<file path="config.mk">
export PLATFORM = sky130hd
export DESIGN_NAME = fixed_partition_fit_allocator_unit
export DESIGN_NICKNAME = d
export VERILOG_FILES = /design/src/hdl/fpfa_pkg.sv /design/src/hdl/fixed_partition_fit_allocator_unit.sv
export SDC_FILE = /design/constraint.sdc
export NUM_CORES = 1
export LEC_CHECK = 0
export BUFFER_PORTS_ARGS = -buffer_cell sky130_fd_sc_hd__buf_2
export CORE_ASPECT_RATIO = 2
export CORE_UTILIZATION = 35
export CTS_BUF_LIST = sky130_fd_sc_hd__clkbuf_8
export CTS_CLUSTER_SIZE = 10
export DETAILED_ROUTE_END_ITERATION = 10
export MAX_ROUTING_LAYER = met4
export PLACE_DENSITY = 0.52
export SLEW_MARGIN = 20
export SYNTH_ARGS = -nofsm -noshare
export SYNTH_HDL_FRONTEND = slang
export SYNTH_SLANG_ARGS = --single-unit
</file>
<file path="constraint.sdc">
create_clock -name clk -period 5.8 [get_ports clk]
set_input_delay 0.29 -clock clk [delete_from_list [all_inputs] [get_ports clk]]
set_output_delay 0.29 -clock clk [all_outputs]
set_load 0.01 [all_outputs]
</file>
<file path="src/hdl/fpfa_pkg.sv">
package fpfa_pkg;

	localparam int PARTITIONS_DEF = 16;
	localparam int SIZE_BITS_DEF  = 16;

	localparam int CFG_IDX_W  = 1;
	localparam int CFG_DATA_W = 5;

	localparam logic [CFG_IDX_W-1:0] REG_FIT_MODE   = 1'd0;
	localparam logic [CFG_IDX_W-1:0] REG_PART_COUNT = 1'd1;

	localparam logic FIT_FIRST = 1'b0;
	localparam logic FIT_BEST  = 1'b1;

	localparam logic OP_LOAD  = 1'b0;
	localparam logic OP_ALLOC = 1'b1;

	localparam logic [1:0] STATUS_LOADED  = 2'd0;
	localparam logic [1:0] STATUS_GRANTED = 2'd1;
	localparam logic [1:0] STATUS_WAITING = 2'd2;

	localparam logic [4:0] PART_COUNT_RST = 5'd16;

	typedef struct packed {
		logic        operation;
		logic [3:0]  slot_index;
		logic [15:0] block_size;
		logic        new_run;
	} fpfa_req_t;

	typedef struct packed {
		logic [1:0]  status;
		logic [3:0]  granted_index;
		logic [15:0] granted_size;
	} fpfa_rsp_t;

endpackage

</file>
<file path="src/hdl/fixed_partition_fit_allocator_unit.sv">
// Channel   Valid      Stall      Payload
// cfg       cfg_we     -          cfg_index, cfg_data
// req       req_valid  req_stall  req_data (fpfa_req_t)
// rsp       rsp_valid  rsp_stall  rsp_data (fpfa_rsp_t)
//
// A load goes from acceptance straight to the done state and the output register; a
// request first scans n = min(partition_count, PARTITIONS) entries, as one comparator
// walks the size memory one entry a cycle through its registered read port.
// Reset clears the taken marks and the control and configuration registers; sizes are unset until loaded.
// req_stall is high from acceptance until the result enters the output
// register, which holds it while rsp_stall is high.
module fixed_partition_fit_allocator_unit
	import fpfa_pkg::*;
#(
	parameter int PARTITIONS = PARTITIONS_DEF,
	parameter int SIZE_BITS  = SIZE_BITS_DEF
) (
	input  logic                  clk,
	input  logic                  arst_n,
	input  logic                  cfg_we,
	input  logic [CFG_IDX_W-1:0]  cfg_index,
	input  logic [CFG_DATA_W-1:0] cfg_data,
	input  logic                  req_valid,
	output logic                  req_stall,
	input  fpfa_req_t             req_data,
	output logic                  rsp_valid,
	input  logic                  rsp_stall,
	output fpfa_rsp_t             rsp_data
);

	localparam int IDX_W = $clog2(PARTITIONS);
	localparam int CNT_W = $clog2(PARTITIONS + 1);
	localparam int CMP_W = (SIZE_BITS > 16) ? SIZE_BITS : 16;
	localparam int LIM_W = (CNT_W > 5) ? CNT_W : 5;

	localparam logic [1:0] ST_IDLE = 2'd0;
	localparam logic [1:0] ST_SCAN = 2'd1;
	localparam logic [1:0] ST_DONE = 2'd2;

	logic [1:0]           state_q;
	logic                 fit_mode_q;
	logic [4:0]           part_count_q;
	logic [PARTITIONS-1:0] taken_q;

	logic [SIZE_BITS-1:0] mem [PARTITIONS];
	logic [SIZE_BITS-1:0] rd_s1;
	logic [IDX_W-1:0]     idx_s1;
	logic                 vld_s1;

	logic                 op_q;
	logic [15:0]          size_q;
	logic [CNT_W-1:0]     n_q;
	logic [CNT_W-1:0]     scan_q;
	logic                 found_q;
	logic [IDX_W-1:0]     pick_q;
	logic [SIZE_BITS-1:0] best_q;

	logic                 out_vld_q;
	fpfa_rsp_t            out_q;

	logic                 req_acc;
	logic                 out_free;
	logic                 load_hit;
	logic [CNT_W-1:0]     n_use;
	logic                 fits;
	logic                 better;

	assign req_stall = (state_q != ST_IDLE);
	assign req_acc   = req_valid && !req_stall;
	assign out_free  = !out_vld_q || !rsp_stall;
	assign load_hit  = req_acc && (req_data.operation == OP_LOAD)
		&& (32'(req_data.slot_index) < PARTITIONS);

	always_comb begin
		if (LIM_W'(part_count_q) > LIM_W'(PARTITIONS)) begin
			n_use = CNT_W'(PARTITIONS);
		end else begin
			n_use = CNT_W'(part_count_q);
		end
	end

	assign fits   = !taken_q[idx_s1] && (CMP_W'(rd_s1) >= CMP_W'(size_q));
	assign better = !found_q || ((fit_mode_q == FIT_BEST) && (rd_s1 < best_q));

	// size memory: one write port, one registered read port
	always_ff @(posedge clk) begin
		if (load_hit) begin
			mem[IDX_W'(req_data.slot_index)] <= SIZE_BITS'(req_data.block_size);
		end
		rd_s1  <= mem[scan_q[IDX_W-1:0]];
		idx_s1 <= scan_q[IDX_W-1:0];
	end

	always_ff @(posedge clk or negedge arst_n) begin
		if (!arst_n) begin
			fit_mode_q   <= FIT_FIRST;
			part_count_q <= PART_COUNT_RST;
		end else if (cfg_we) begin
			case (cfg_index)
				REG_FIT_MODE:   fit_mode_q   <= cfg_data[0];
				REG_PART_COUNT: part_count_q <= cfg_data[4:0];
				default: ;
			endcase
		end
	end

	always_ff @(posedge clk or negedge arst_n) begin
		if (!arst_n) begin
			state_q   <= ST_IDLE;
			taken_q   <= '0;
			vld_s1    <= 1'b0;
			found_q   <= 1'b0;
			out_vld_q <= 1'b0;
			scan_q    <= '0;
		end else begin
			if (out_vld_q && !rsp_stall && (state_q != ST_DONE)) begin
				out_vld_q <= 1'b0;
			end
			if (vld_s1 && fits && better) begin
				found_q <= 1'b1;
			end
			case (state_q)
				ST_IDLE: begin
					if (req_acc) begin
						found_q <= 1'b0;
						scan_q  <= '0;
						if (req_data.operation == OP_LOAD) begin
							if (load_hit) begin
								taken_q[IDX_W'(req_data.slot_index)] <= 1'b0;
							end
							state_q <= ST_DONE;
						end else begin
							if (req_data.new_run) begin
								taken_q <= '0;
							end
							state_q <= ST_SCAN;
						end
					end
				end
				ST_SCAN: begin
					if (scan_q < n_q) begin
						vld_s1 <= 1'b1;
						scan_q <= scan_q + 1'b1;
					end else begin
						vld_s1 <= 1'b0;
						if (!vld_s1) begin
							state_q <= ST_DONE;
						end
					end
				end
				ST_DONE: begin
					if (out_free) begin
						out_vld_q <= 1'b1;
						if (op_q == OP_ALLOC && found_q) begin
							taken_q[pick_q] <= 1'b1;
						end
						state_q <= ST_IDLE;
					end
				end
				default: state_q <= ST_IDLE;
			endcase
		end
	end

	always_ff @(posedge clk) begin
		if (req_acc) begin
			op_q   <= req_data.operation;
			size_q <= req_data.block_size;
			n_q    <= n_use;
		end
		if (vld_s1 && fits && better) begin
			pick_q <= idx_s1;
			best_q <= rd_s1;
		end
		if (state_q == ST_DONE && out_free) begin
			if (op_q == OP_LOAD) begin
				out_q.status        <= STATUS_LOADED;
				out_q.granted_index <= '0;
				out_q.granted_size  <= '0;
			end else if (found_q) begin
				out_q.status        <= STATUS_GRANTED;
				out_q.granted_index <= 4'(pick_q);
				out_q.granted_size  <= 16'(best_q);
			end else begin
				out_q.status        <= STATUS_WAITING;
				out_q.granted_index <= '0;
				out_q.granted_size  <= '0;
			end
		end
	end

	assign rsp_valid = out_vld_q;
	assign rsp_data  = out_q;

endmodule
</file>
Word-level counts from Yosys, hierarchy flattened
Memories as Yosys holds them, arrays and structs flattened. A register that Yosys moved wholly into a read port is not among the register bits. Index checks and enable logic that the tools add are counted.

Bits in registers: 100. Memory bits (writable): 256. Input bits: 33. Logic and storage cells: 105. Memories kept: 1.

Add/sub/neg operators: 1. Order comparisons: 9. Equal/unequal tests: 11. Mux-type cells: 32. Bitwise gates (word level): 5. Reduce and logical (&&, ||, !) cells: 29.

Memories: mem (words 16, bits a word 16, read ports 1, clocked after Yosys merged registers in 1, write ports 1, RTL line fixed_partition_fit_allocator_unit.sv:45) `logic [SIZE_BITS-1:0] mem [PARTITIONS];`.

Operators by type and width (number): $mux W16 (6); $pmux W16 S2 (1); $mux W22 (1); $and A16 B16 Y16 (1); $ge A16 B16 Y1 (1); $lt A16 B16 Y1 (1); $not A16 Y16 (1); $or A16 B16 Y16 (1); $lt A4 B5 Y1 const B (3); $ne A2 B2 Y1 const B (7); $logic_and A1 B1 Y1 (12); $mux W1 (12); $mux W2 (5); $mux W5 (2); $pmux W5 S2 (1); $demux W1 S4 (2); $ge A4 B1 Y1 const B (2); $ne A3 B3 Y1 const B (2); $pmux W2 S3 (1); $reduce_and A2 Y1 (3); $reduce_and A6 Y1 (1); $reduce_bool A2 Y1 (3); $add A5 B1 Y5 const B (1); $gt A5 B5 Y1 const B (1); 10 further kinds (16).

Longest topological paths before layout
Gate-level depths: netlist (run 1).

Word-level depth: 10. Gate-level depth with buffers: 7. Gate-level depth less buffers: 7.

Least setup slack after synthesis (run 1)
No wires, ideal clock.

Kind: register -> register. From: reg idx_s1[1]. To: reg best_q[0], enable pin. Data arrival time: 2663 ps. Data required time: 5401 ps. Slack: 2738 ps. Stages on the path, launching flop included: 5. Buffers on the path: 0. Clock period less this slack: 3062 ps. Cell sequence: dfxtp_1 -> mux4_1 -> mux4_2 -> a311oi_2 -> nor2b_1.

Cells in the longest elaborated chain, start to end: 6.

Ends and longest elaborated chain: from (decl) (RTL line fixed_partition_fit_allocator_unit.sv:47) `logic [IDX_W-1:0] idx_s1;`; from (signal assigned) (RTL line fixed_partition_fit_allocator_unit.sv:91) `idx_s1 <= scan_q[IDX_W-1:0];`; $bmux W1 S4 (RTL line fixed_partition_fit_allocator_unit.sv:82) `assign fits = !taken_q[idx_s1] && (CMP_W'(rd_s1) >= CMP_W'(size_q));`; $mux W1 (implied by the code) (RTL line fixed_partition_fit_allocator_unit.sv:82); $logic_not A1 Y1 (RTL line fixed_partition_fit_allocator_unit.sv:82); $logic_and A1 B1 Y1 (RTL line fixed_partition_fit_allocator_unit.sv:82); $logic_and A1 B1 Y1 (2 in a row) (RTL line fixed_partition_fit_allocator_unit.sv:171) `if (vld_s1 && fits && better) begin`; to (signal assigned) (RTL line fixed_partition_fit_allocator_unit.sv:173) `best_q <= rd_s1;`; to (decl) (RTL line fixed_partition_fit_allocator_unit.sv:56) `logic [SIZE_BITS-1:0] best_q;`.

No other way between the ends. The select of a mux whose other input is x is not followed. A chain may end at the register's enable or synchronous reset.

Final worst setup path (run 1)
From: reg idx_s1[1]. To: reg best_q[5], enable pin.

Same word-level chain as after synthesis.

==> results of run 1 <==
-- where the power goes --
group | internal, W | total [W] | switching, W
Clock | 0.000903 | 0.00185 | 0.000949
Sequential | 0.00324 | 0.00348 | 0.000240
Combinational | 0.000773 | 0.00166 | 0.000883
Total | 0.00492 | 0.00699 | 0.00207
-- registers in the layout, indices dropped and copies added, names as in the netlist --
signal,cells
part_count_q,5
pick_q,4
state_q,2
op_q,1
mem,256
best_q,16
rd_s1,16
scan_q,5
taken_q,16
size_q,16
vld_s1,1
fit_mode_q,1
n_q,5
rsp_valid,1
rsp_data,22
found_q,1
idx_s1,4
-- metal layers --
layer | global-route usage (%) | up-vias
met1 | 16.6 | 3813
met4 | 6.43 | 0
met3 | 1.98 | 67
li1 | - | 3294
met5 | - | -
met2 | 32.5 | 150
-- path summary, 6_finish.rpt --
path	start	end	cells after the start
min in group asynchronous	arst_n	part_count_q[1]	2
min	cfg_index	fit_mode_q	3
min reg2reg	idx_s1[3]	pick_q[3]	0
max reg2reg	idx_s1[1]	best_q[5]	4
max in group asynchronous	arst_n	scan_q[0]	2
max	idx_s1[1]	best_q[5]	4
-- stage by stage --
step / instance area (µm²) / power (W)
floorplan: 14700 / 0.00467
global placement: 15700 / 0.00524
detailed placement: 15700 / 0.00525
CTS: 16700 / 0.00712
global route: 16700 / 0.00740
finish: 16700 / 0.00699
-- layout make-up --
cell class,instances,share of cell area [%]
clock inverters,37,1.20
clock buffers,51,4.21
inverters,42,0.945
diodes,1,0.0150
repair buffers,76,2.69
multi-input cells,340,22.1
well taps,535,4.01
flip-flops and latches,372,64.8
-- layout by cell type (no fill, tap or decap), drive strengths merged, types with 3 or more instances in the layout --
cell         count
o21ai           23
nor3             4
mux2             6
nand2           32
nand2b           9
edfxtp         320
a31oi            8
o22a             3
a21oi           18
nand3            4
nor2            52
nor2b           15
a22o             4
clkinv          11
dfxtp           20
dlygate4sd3      7
o21a             4
mux2i            3
nand4            6
clkbuf          51
mux4            85
dfrtp           31
buf             69
ha              36
and3             5
inv             66
-- critical path, stage by stage (launching register included) --
cell and delay (ps):
dfxtp_1 470, mux4_1 620, mux4_2 500, a311oi_2 270
nor2b_2 870
-- kinds of logic (layout without fill, tap and decap cells) --
group	after synthesis	after routing	synth area share [%]
DFF	372	372	73.6
and+or+nand+nor	134	134	4.28
muxes	94	94	13.8
AOI/OAI and AO/OA	75	75	3.25
buffers and inverters	72	206	1.94
adders and majority gates	36	36	3.07
xor gates and xnor gates	1	1	0.0596
other	0	1	0
==> metrics.txt, run 1 <==
# TYPE chip_impl_metric gauge
chip_impl_metric{name="multiInputGateArea",unit="µm²"} 3680
chip_impl_metric{name="cts.repair_timing.setup_buffer_count",unit=""} 0
chip_impl_metric{name="maxSlewViolCount",unit=""} 0
chip_impl_metric{name="yosysSeqAreaShare",unit="%"} 73.6
chip_impl_metric{name="setup.reg_to_reg.worst_slack",unit="ps"} 2700
chip_impl_metric{name="async_flop_share",unit="%"} 8.60
chip_impl_metric{name="finish.cell_count_without_fillers",unit=""} 1454
chip_impl_metric{name="numPortBuffers",unit=""} 56
chip_impl_info{name="unrepaired_setup_endpoints_after_global_routing",value="false"} 1
chip_impl_metric{name="worst_clock_skew",unit="ps"} 21.8
chip_impl_metric{name="drive_gt1_share",unit="%"} 25.7
chip_impl_metric{name="core_area",unit="µm²"} 41300
chip_impl_info{name="top_flip_flop_cell_by_instance_count_after_synthesis",value="edfxtp_1"} 1
chip_impl_metric{name="synth_top_area_share",unit="%"} 65.4
chip_impl_metric{name="yosys_warnings",unit=""} 0
chip_impl_metric{name="seqCellArea",unit="µm²"} 10800
chip_impl_info{name="highest_layer",value="met4"} 1
chip_impl_metric{name="syn_to_final_growth",unit="%"} 13.6
chip_impl_info{name="timing_worst_setup_path_type",value="flop to flop"} 1
chip_impl_metric{name="layout_setup_ws",unit="ps"} 2700
chip_impl_metric{name="cts.htree.levels",unit=""} 2
chip_impl_info{name="leading_cell_type_by_number_of_instances_after_synthesis",value="edfxtp_1"} 1
chip_impl_info{name="post-synth-top-area-cell",value="edfxtp_1"} 1
chip_impl_metric{name="post_cts_hold_buffer_count",unit=""} 7
chip_impl_metric{name="relative_slew_margins",unit="%"} 31.5
chip_impl_metric{name="grtUsageTotal",unit="%"} 16.8
chip_impl_info{name="critical_path.endpoint_type",value="flop"} 1
chip_impl_metric{name="std_cell_rows",unit=""} 105
chip_impl_metric{name="pin_count",unit=""} 57
chip_impl_metric{name="drtAntennaViolNets",unit=""} 0
chip_impl_metric{name="vertical_die_dimension",unit="µm"} 292
chip_impl_metric{name="post-route-drc-count",unit=""} 0
chip_impl_metric{name="power_density",unit="nW/µm²"} 419
chip_impl_metric{name="cp.required",unit="ps"} 6000
chip_impl_metric{name="drt-wirelength-per-cell",unit="µm"} 22.9
chip_impl_metric{name="synthDistinctLibCells",unit=""} 46
chip_impl_metric{name="max-clock-path-buffers",unit=""} 3
chip_impl_metric{name="drt_iter0_markers",unit=""} 416
chip_impl_info{name="root_buffer",value="clkbuf_8"} 1
chip_impl_metric{name="tritoncts.num_buffers",unit=""} 49
chip_impl_metric{name="route.final.wire_length",unit="mm"} 33.3
chip_impl_metric{name="number_of_cells_produced_by_synthesis",unit=""} 784
chip_impl_info{name="hold_path_class",value="input pin to flop"} 1
chip_impl_info{name="critical_path.startpoint_type",value="flop"} 1
chip_impl_metric{name="placed_cells_incl_taps",unit=""} 1358
chip_impl_metric{name="fin_setup_tns",unit="ps"} 0
chip_impl_metric{name="placed_wire_length_estimate",unit="mm"} 20.9
chip_impl_metric{name="cp_data_arrival_time",unit="ps"} 3300
chip_impl_metric{name="met3WireLength",unit="µm"} 893
chip_impl_metric{name="number_of_storage_elements_in_the_synthesis_netlist",unit=""} 372
chip_impl_metric{name="worst_slew_pin_slew",unit="ps"} 1020
chip_impl_metric{name="vias",unit=""} 7324
chip_impl_metric{name="die-area",unit="µm²"} 42800
chip_impl_metric{name="postSynthNetCount",unit=""} 853
chip_impl_info{name="synth.top_cells.by_count",value="edfxtp_1, mux4_2, nor2_1"} 1
chip_impl_metric{name="synth_edf_count",unit=""} 320
chip_impl_metric{name="clock_pin_transition_on_the_worst_setup_and_hold_timing_paths",unit="ps"} 80
chip_impl_metric{name="drt-met1-wl",unit="mm"} 11.8
chip_impl_metric{name="critical_path.max_fanout",unit=""} 20
chip_impl_metric{name="grt_antenna_before_repair",unit=""} 1
chip_impl_metric{name="post_cts_resized",unit=""} 0
chip_impl_metric{name="filler_cell_count",unit=""} 3802
chip_impl_metric{name="hold-worst-slack",unit="ps"} 76.1
chip_impl_metric{name="grt_start_max_net_pins",unit=""} 33
chip_impl_metric{name="timing.final.crit_period",unit="ps"} 3100
chip_impl_metric{name="timing.final.hold_violations",unit=""} 0
chip_impl_metric{name="power.leakage",unit="nW"} 5.82
chip_impl_metric{name="grt_first_pass_wirelength",unit="mm"} 50.2
chip_impl_metric{name="vias_per_cell",unit=""} 5.04
chip_impl_metric{name="globalRouteOverflowTotal",unit=""} 0
chip_impl_metric{name="gp_routability_congestion",unit=""} 0.767
chip_impl_metric{name="core_util_final",unit="%"} 40.4
chip_impl_metric{name="finalCritPeriodShare",unit="%"} 53.5
chip_impl_metric{name="setup_viols_final",unit=""} 0
chip_impl_metric{name="post_synth_instance_area",unit="µm²"} 14700
chip_impl_info{name="top_cells_by_area_in_the_synthesized_netlist",value="edfxtp_1, mux4_2, dfrtp_1"} 1
chip_impl_info{name="cts_tree",value="built"} 1
chip_impl_metric{name="effective_utilization_at_floorplan",unit="%"} 35.6
chip_impl_metric{name="dr_wl_met2",unit="mm"} 19.6
chip_impl_metric{name="clk-insertion-delay-late",unit="ps"} 600
chip_impl_metric{name="dr.pass1.iters",unit=""} 5
chip_impl_info{name="run_status",value="finished, final reports clean"} 1
chip_impl_metric{name="dpl_worst_slack",unit="ps"} 2630
chip_impl_metric{name="die_w",unit="µm"} 147
chip_impl_metric{name="cap_viol_max_count",unit=""} 0
chip_impl_metric{name="postSynthAreaPerCell",unit="µm²"} 18.7
chip_impl_metric{name="vdd.ir_drop.worst",unit="mV"} 0.154
chip_impl_metric{name="maxClockFrequency",unit="MHz"} 322
chip_impl_metric{name="clkSinkCount",unit=""} 372
chip_impl_metric{name="final_net_count",unit=""} 950
chip_impl_metric{name="grt_pass1_vias",unit=""} 7951
No activity file was read; power rests on OpenSTA's default activity.
==> run 2: changes to the inputs <==
ABC_AREA = 1   (was not set)
PLACE_DENSITY = 0.54   (was 0.52)
clock period = 2.6 ns   (was 5.8 ns; I/O delays follow)
==> run 2 against run 1 <==
Via count is 34% higher. Area after synthesis is 2.6% higher. Fmax is 40% higher. Routed wire length is 16% higher. Power is 130% higher. Core utilization is 1.1 points higher. Critical path type unchanged. Register-to-register slack worse by 2300 ps. Largest cell class unchanged. Combinational power grew to 2.7 times the previous value. Non-clock buffer count is 60 higher. Critical path depth is 2 higher. Largest power group unchanged. Hold slack better by 5.1 ps.
==> metrics.txt, run 2 <==
# TYPE chip_impl_metric gauge
chip_impl_info{name="leading_cell_type_by_number_of_instances_after_synthesis",value="edfxtp_1"} 1
chip_impl_metric{name="synth_top_area_share",unit="%"} 63.7
chip_impl_metric{name="tritoncts.num_buffers",unit=""} 49
chip_impl_metric{name="synthDistinctLibCells",unit=""} 36
chip_impl_metric{name="drt-wirelength-per-cell",unit="µm"} 20.0
chip_impl_metric{name="die_w",unit="µm"} 149
chip_impl_info{name="synth_top_family_by_area",value="compound AO/OA/AOI/OAI gates"} 1
chip_impl_metric{name="timing.final.crit_period",unit="ps"} 2210
chip_impl_metric{name="number_of_storage_elements_in_the_synthesis_netlist",unit=""} 372
chip_impl_info{name="timing.critical_path.cells",value="nor2_2, inv_1, nor2_4, nand2_2, nor4_4, buf_4"} 1
chip_impl_metric{name="place_area",unit="µm²"} 16300
chip_impl_info{name="root_buffer",value="clkbuf_8"} 1
chip_impl_metric{name="grtUsageTotal",unit="%"} 18.8
chip_impl_metric{name="post-route-drc-count",unit=""} 0
chip_impl_metric{name="clock_pin_transition_on_the_worst_setup_and_hold_timing_paths",unit="ps"} 70
chip_impl_metric{name="post_cts_hold_buffer_count",unit=""} 36
chip_impl_metric{name="worst_slew_pin_slew",unit="ps"} 1010
chip_impl_metric{name="cts.htree.levels",unit=""} 2
chip_impl_metric{name="critical_path.max_fanout",unit=""} 16
chip_impl_metric{name="worst_clock_skew",unit="ps"} 34.5
chip_impl_metric{name="post_synth_instance_area",unit="µm²"} 15100
chip_impl_metric{name="drt_iter0_markers",unit=""} 667
chip_impl_info{name="unrepaired_setup_endpoints_after_global_routing",value="false"} 1
chip_impl_info{name="slowest_stage",value="dfrtp_1"} 1
chip_impl_metric{name="route.final.wire_length",unit="mm"} 38.8
chip_impl_metric{name="drive_gt1_share",unit="%"} 15.3
chip_impl_metric{name="grt_antenna_before_repair",unit=""} 1
chip_impl_info{name="layout.cells.most_common",value="edfxtp_1"} 1
chip_impl_metric{name="placed_cells_incl_taps",unit=""} 1813
chip_impl_info{name="crit_path_end",value="mem[4][12]"} 1
chip_impl_metric{name="timing.final.hold_violations",unit=""} 0
chip_impl_info{name="run_status",value="finished, final reports clean"} 1
chip_impl_metric{name="timing.reg2reg.worst_path_depth",unit=""} 6
chip_impl_metric{name="post_synth_xor_area_fraction",unit="%"} 0
chip_impl_metric{name="vertical_die_dimension",unit="µm"} 296
chip_impl_metric{name="placed_wire_length_estimate",unit="mm"} 25.0
chip_impl_metric{name="post_synth_mux_area_share",unit="%"} 0
chip_impl_metric{name="postSynthNetCount",unit=""} 1296
chip_impl_metric{name="number_of_cells_produced_by_synthesis",unit=""} 1227
chip_impl_metric{name="cp.required",unit="ps"} 2860
chip_impl_info{name="cts_tree",value="built"} 1
chip_impl_metric{name="async_flop_share",unit="%"} 8.60
chip_impl_metric{name="cts.repair_timing.setup_buffer_count",unit=""} 0
chip_impl_info{name="layout_common_cells",value="edfxtp_1, nor2_1, o21ai_0"} 1
chip_impl_metric{name="grt_first_pass_wirelength",unit="mm"} 59.2
chip_impl_metric{name="setup_viols_final",unit=""} 0
chip_impl_metric{name="finalCritPeriodShare",unit="%"} 85.1
chip_impl_metric{name="setup.reg_to_reg.worst_slack",unit="ps"} 390
chip_impl_metric{name="max-clock-path-buffers",unit=""} 3
chip_impl_metric{name="cap_viol_max_count",unit=""} 0
chip_impl_metric{name="die-area",unit="µm²"} 44000
chip_impl_metric{name="synthAdderAreaFrac",unit="%"} 2.99
chip_impl_info{name="post-synth-top-area-cell",value="edfxtp_1"} 1
chip_impl_metric{name="hold-worst-slack",unit="ps"} 81.2
chip_impl_info{name="critical_path.endpoint_type",value="flop"} 1
chip_impl_metric{name="drtAntennaViolNets",unit=""} 0
chip_impl_metric{name="postSynthAreaPerCell",unit="µm²"} 12.3
chip_impl_metric{name="globalRouteOverflowTotal",unit=""} 0
chip_impl_metric{name="gp_routability_congestion",unit=""} 0.890
chip_impl_info{name="top_flip_flop_cell_by_instance_count_after_synthesis",value="edfxtp_1"} 1
chip_impl_metric{name="post_cts_resized",unit=""} 0
chip_impl_metric{name="power_density",unit="nW/µm²"} 924
chip_impl_metric{name="vias_per_cell",unit=""} 5.06
chip_impl_metric{name="clk-insertion-delay-late",unit="ps"} 610
chip_impl_info{name="registers.top_by_ff_count",value="mem"} 1
chip_impl_metric{name="postLayoutCellArea",unit="µm²"} 17700
chip_impl_info{name="top_cells_by_area_in_the_synthesized_netlist",value="edfxtp_1, dfrtp_1, o21ai_0"} 1
chip_impl_metric{name="fin_setup_tns",unit="ps"} 0
chip_impl_info{name="critical_path.startpoint_type",value="flop"} 1
chip_impl_metric{name="dr.pass1.iters",unit=""} 5
chip_impl_metric{name="multiInputGateArea",unit="µm²"} 3770
chip_impl_metric{name="yosysSeqAreaShare",unit="%"} 71.7
chip_impl_info{name="r2r-end",value="mem[4][12]"} 1
chip_impl_metric{name="timing.critical_path.slowest_cell_delay",unit="ps"} 440
chip_impl_metric{name="filler_cell_count",unit=""} 4006
chip_impl_metric{name="vdd.ir_drop.worst",unit="mV"} 0.358
chip_impl_info{name="worstSetupStartpoint",value="state_q[0]"} 1
chip_impl_metric{name="pin_count",unit=""} 57
chip_impl_metric{name="relative_slew_margins",unit="%"} 32.4
chip_impl_info{name="synth.top_cells.by_count",value="edfxtp_1, nor2_1, o21ai_0"} 1
chip_impl_info{name="regToRegStartpoint",value="state_q[0]"} 1
chip_impl_metric{name="syn_to_final_growth",unit="%"} 17.4
chip_impl_metric{name="clkSinkCount",unit=""} 372
chip_impl_metric{name="synth_edf_count",unit=""} 320
chip_impl_metric{name="yosys.area_share.simple",unit="%"} 10.5
chip_impl_metric{name="vias",unit=""} 9825
chip_impl_metric{name="final_net_count",unit=""} 1424
chip_impl_metric{name="yosys_warnings",unit=""} 0
chip_impl_metric{name="seqCellArea",unit="µm²"} 10800
chip_impl_metric{name="maxClockFrequency",unit="MHz"} 452
chip_impl_info{name="hold_path_class",value="input pin to flop"} 1
chip_impl_metric{name="finish.cell_count_without_fillers",unit=""} 1940
chip_impl_metric{name="largest_register_ff_count",unit=""} 256
chip_impl_metric{name="cp_data_arrival_time",unit="ps"} 2470
chip_impl_info{name="timing_worst_setup_path_type",value="flop to flop"} 1
chip_impl_metric{name="grt_pass1_vias",unit=""} 10236
chip_impl_metric{name="numPortBuffers",unit=""} 56
chip_impl_metric{name="power.leakage",unit="nW"} 6.60
chip_impl_metric{name="synth_compound_gate_area_share",unit="%"} 10.7
chip_impl_metric{name="effective_utilization_at_floorplan",unit="%"} 35.4
chip_impl_metric{name="grt_start_max_net_pins",unit=""} 85
chip_impl_metric{name="maxSlewViolCount",unit=""} 0
chip_impl_metric{name="std_cell_rows",unit=""} 107
chip_impl_metric{name="core_area",unit="µm²"} 42600
-- run 2: worst min-delay path by stage --
| stage | start | endpoint | depth (start not counted) |
|---|---|---|---|
| floorplan | arst_n | fit_mode_q | 0 |
| global placement | arst_n | part_count_q[1] | 1 |
| detailed placement | arst_n | part_count_q[1] | 1 |
| CTS | req_data[17] | taken_q[3] | 4 |
| global route | req_data[17] | taken_q[15] | 4 |
| finish | req_data[17] | taken_q[3] | 4 |
-- run 2: worst max-delay path: cells and delay by family (launching register included) --
family | cells | cell delay, ps
buffers and inverters | 2 | 470
AND/OR/NAND/NOR | 4 | 930
flip-flops | 1 | 440
-- run 2: power by group --
group / switching, W / internal (W) / leakage (nW)
Clock: 0.00218 / 0.00220 / 0.589
Sequential: 0.000397 / 0.00718 / 3.48
Combinational: 0.00291 / 0.00149 / 2.54
-- run 2: final cells by class --
cell class / count / area share, %
sequential: 372 / 61.1
multi-input combinational: 696 / 21.3
timing repair buffer: 136 / 5.98
clock buffer: 60 / 4.67
tap: 545 / 3.85
inverter: 100 / 2.13
clock inverter: 30 / 0.912
antenna: 1 / 0.0141
-- run 2: metal layers --
layer	track usage, %	vias up	part of all wire [%]
li1	-	4655	-
met5	-	-	0
met1	18.8	4828	36
met3	2.07	92	3.7
met4	8.46	0	4.0
met2	35.9	250	57
-- run 2: cells by family after synthesis --
family,count (synthesis)
AND/OR/NAND/NOR,384
flip-flops,372
AO/OA/AOI/OAI,276
buffers and inverters,159
adder cells (fa/ha/maj),36
-- run 2: per-stage QoR --
stage | util (%) | power (W) | setup slack, ps
after global placement | 38.4 | 0.0120 | 457
final | 41.6 | 0.0164 | 387
after detailed placement | 38.4 | 0.0121 | 417
after CTS | 41.6 | 0.0166 | 375
after floorplan | - | 0.0104 | 28.7
after global routing | 41.6 | 0.0174 | 281
==> run 3: changes to the inputs <==
==> constraint.sdc (replaced) <==
create_clock -name clk -period 2.6 [get_ports clk]
set_input_delay 0.26 -clock clk [delete_from_list [all_inputs] [get_ports clk]]
set_output_delay 0.26 -clock clk [all_outputs]
set_load 0.01 [all_outputs]
==> run 3 against run 2 <==
Cell area is 1.7% lower. Count of clock-buffer cells in the layout is 6 lower. Non-clock buffer count decreased by 26. Sequential share of layout area rose by 1.1 points. Final cell count decreased by 1.1%. Hold slack got worse by 49 ps. Die area unchanged. Sequential power is essentially flat. Clock power is 4.6% lower.
==> metrics.txt, run 3 (synthesis gave the netlist of run 2 again) <==
# TYPE chip_impl_metric gauge
chip_impl_metric{name="cp.required",unit="ps"} 2890
chip_impl_metric{name="power.combinational.fraction",unit="%"} 27.0
chip_impl_metric{name="std_cell_rows",unit=""} 107
chip_impl_metric{name="cp_data_arrival_time",unit="ps"} 2410
chip_impl_metric{name="cap_viol_max_count",unit=""} 0
chip_impl_metric{name="route.final.wire_length",unit="mm"} 38.0
chip_impl_metric{name="numPortBuffers",unit=""} 56
chip_impl_info{name="root_buffer",value="clkbuf_8"} 1
chip_impl_metric{name="vias",unit=""} 9701
chip_impl_metric{name="post_cts_resized",unit=""} 0
chip_impl_metric{name="total_power",unit="W"} 0.0161
chip_impl_metric{name="timing.final.crit_period",unit="ps"} 2120
chip_impl_metric{name="grtUsageTotal",unit="%"} 18.2
chip_impl_metric{name="die-area",unit="µm²"} 44000
chip_impl_metric{name="placed_wire_length_estimate",unit="mm"} 24.4
chip_impl_metric{name="drt-wirelength-per-cell",unit="µm"} 19.8
chip_impl_metric{name="power.leakage",unit="nW"} 6.47
chip_impl_metric{name="grt_first_pass_wirelength",unit="mm"} 57.0
chip_impl_metric{name="tritoncts.num_buffers",unit=""} 50
chip_impl_metric{name="final_net_count",unit=""} 1399
chip_impl_metric{name="globalRouteOverflowTotal",unit=""} 0
chip_impl_metric{name="drive_gt1_share",unit="%"} 15.3
chip_impl_metric{name="maxSlewViolCount",unit=""} 0
chip_impl_info{name="critical_path.startpoint_type",value="flop"} 1
chip_impl_metric{name="post-route-drc-count",unit=""} 0
chip_impl_metric{name="syn_to_final_growth",unit="%"} 15.3
chip_impl_metric{name="core_area",unit="µm²"} 42600
chip_impl_metric{name="cts.htree.levels",unit=""} 2
chip_impl_metric{name="sw_frac_of_total",unit="%"} 33.7
chip_impl_info{name="unrepaired_setup_endpoints_after_global_routing",value="false"} 1
chip_impl_info{name="run_status",value="finished, final reports clean"} 1
chip_impl_info{name="timing_worst_setup_path_type",value="flop to flop"} 1
chip_impl_info{name="registers.top_by_ff_count",value="mem"} 1
chip_impl_metric{name="cts.repair_timing.setup_buffer_count",unit=""} 0
chip_impl_metric{name="max-clock-path-buffers",unit=""} 3
chip_impl_metric{name="setup_viols_final",unit=""} 0
chip_impl_metric{name="dr.pass1.iters",unit=""} 7
chip_impl_metric{name="switching_power",unit="W"} 0.00543
chip_impl_metric{name="die_w",unit="µm"} 149
chip_impl_metric{name="pin_count",unit=""} 57
chip_impl_metric{name="gp_routability_congestion",unit=""} 0.866
chip_impl_metric{name="drtAntennaViolNets",unit=""} 0
chip_impl_metric{name="power_density",unit="nW/µm²"} 926
chip_impl_info{name="layout_common_cells",value="edfxtp_1, nor2_1, o21ai_0"} 1
chip_impl_metric{name="grt_pass1_vias",unit=""} 9682
chip_impl_metric{name="vertical_die_dimension",unit="µm"} 296
chip_impl_metric{name="dpl_worst_slack",unit="ps"} 501
chip_impl_info{name="cts_tree",value="built"} 1
chip_impl_info{name="critical_path.endpoint_type",value="flop"} 1
chip_impl_info{name="layout.cells.most_common",value="edfxtp_1"} 1
chip_impl_metric{name="power_frac_clock",unit="%"} 25.9
chip_impl_metric{name="critical_path.max_fanout",unit=""} 13
chip_impl_metric{name="vdd.ir_drop.worst",unit="mV"} 0.397
chip_impl_metric{name="core_util_final",unit="%"} 40.8
chip_impl_metric{name="effective_utilization_at_floorplan",unit="%"} 35.4
chip_impl_metric{name="vias_per_cell",unit=""} 5.06
chip_impl_metric{name="grt_antenna_before_repair",unit=""} 2
chip_impl_metric{name="timing.final.hold_violations",unit=""} 0
chip_impl_metric{name="relative_slew_margins",unit="%"} 29.2
chip_impl_metric{name="maxClockFrequency",unit="MHz"} 472
chip_impl_metric{name="share_of_total_power_in_sequential_cells",unit="%"} 47.1
chip_impl_metric{name="layout_setup_ws",unit="ps"} 479
chip_impl_metric{name="drt_iter0_markers",unit=""} 636
chip_impl_metric{name="clkSinkCount",unit=""} 372
chip_impl_metric{name="grt_start_max_net_pins",unit=""} 85
chip_impl_metric{name="power_report.internal_total",unit="W"} 0.0107
chip_impl_metric{name="worst_slew_pin_slew",unit="ps"} 1060
chip_impl_metric{name="clk-insertion-delay-late",unit="ps"} 620
chip_impl_metric{name="worst_clock_skew",unit="ps"} 39.6
chip_impl_metric{name="clock_pin_transition_on_the_worst_setup_and_hold_timing_paths",unit="ps"} 70
chip_impl_metric{name="finalCritPeriodShare",unit="%"} 81.6
chip_impl_info{name="hold_path_class",value="input pin to flop"} 1
chip_impl_metric{name="fin_setup_tns",unit="ps"} 0
chip_impl_metric{name="largest_register_ff_count",unit=""} 256
[run 3: cell types whose count changed in the layout (fill, tap and decap cells not counted), sizes merged]
cell / previous run / this run
dlygate4sd3: 36 / 9
inv: 119 / 122
clkbuf: 60 / 54
clkinv: 10 / 17
buf: 100 / 101
diode: 1 / 2
[run 3: final timing paths]
check                              from              end  slack [ps]  depth (start not counted)
max                           idx_s1[0]        best_q[3]         480                         11
min reg2reg                   scan_q[3]        idx_s1[3]         410                          0
max in group asynchronous        arst_n        scan_q[0]        1750                          2
max reg2reg                   idx_s1[0]        best_q[3]         480                         11
min                        req_data[11]       mem[3][10]          30                          1
min in group asynchronous        arst_n  part_count_q[3]         270                          2
[run 3: cell type report]
class | count | area (µm²)
diodes | 2 | 5.00
clock buffers | 54 | 743
clock inverters | 40 | 196
fillers | 4021 | 25200
inverters | 100 | 377
multi-input cells | 696 | 3770
flip-flops and latches | 372 | 10800
well taps | 545 | 682
repair buffers | 110 | 796
[run 3: critical path, stage by stage (launching register included)]
cell and delay (ps):
dfxtp_1 550, inv_1 170, nand2_1 90, nand2_1 50, nand2_1 60, nand3_1 60, nand3_1 70, nand2_1 50
nor2_1 220, nand2_1 130, a21oi_2 150, buf_4 220
[run 3: what timing repair did]
item / CTS / global route
hold buffers: 9 / 0
setup endpoints to repair: 0 / 0
endpoints found under the hold margin: 38 / 0
[run 3: stage by stage]
stage / std cells / cell area, µm² / hold WS (ps)
2_1_floorplan: 1227 / 15200 / -35.6
4_1_cts: 1917 / 17400 / 9.52
5_1_grt: 1919 / 17400 / 31.4
3_5_place_dp: 1814 / 16400 / 377
6_report: 1919 / 17400 / 32.3
3_3_place_gp: 1814 / 16400 / 374
[run 3: per-layer routing]
layer	GRT usage (%)	wire length, µm
met5	-	0
met4	9.43	1930
met3	2.39	1470
met2	33.4	20600
met1	18.7	14000
[run 3: power by group through the flow]
stage               Combinational (W)  Clock, W  Sequential, W
floorplan                     0.00288         0        0.00755
global placement              0.00432         0        0.00770
detailed placement            0.00439         0        0.00771
CTS                           0.00442   0.00430        0.00759
global route                  0.00494   0.00452        0.00764
finish                        0.00434   0.00418        0.00758
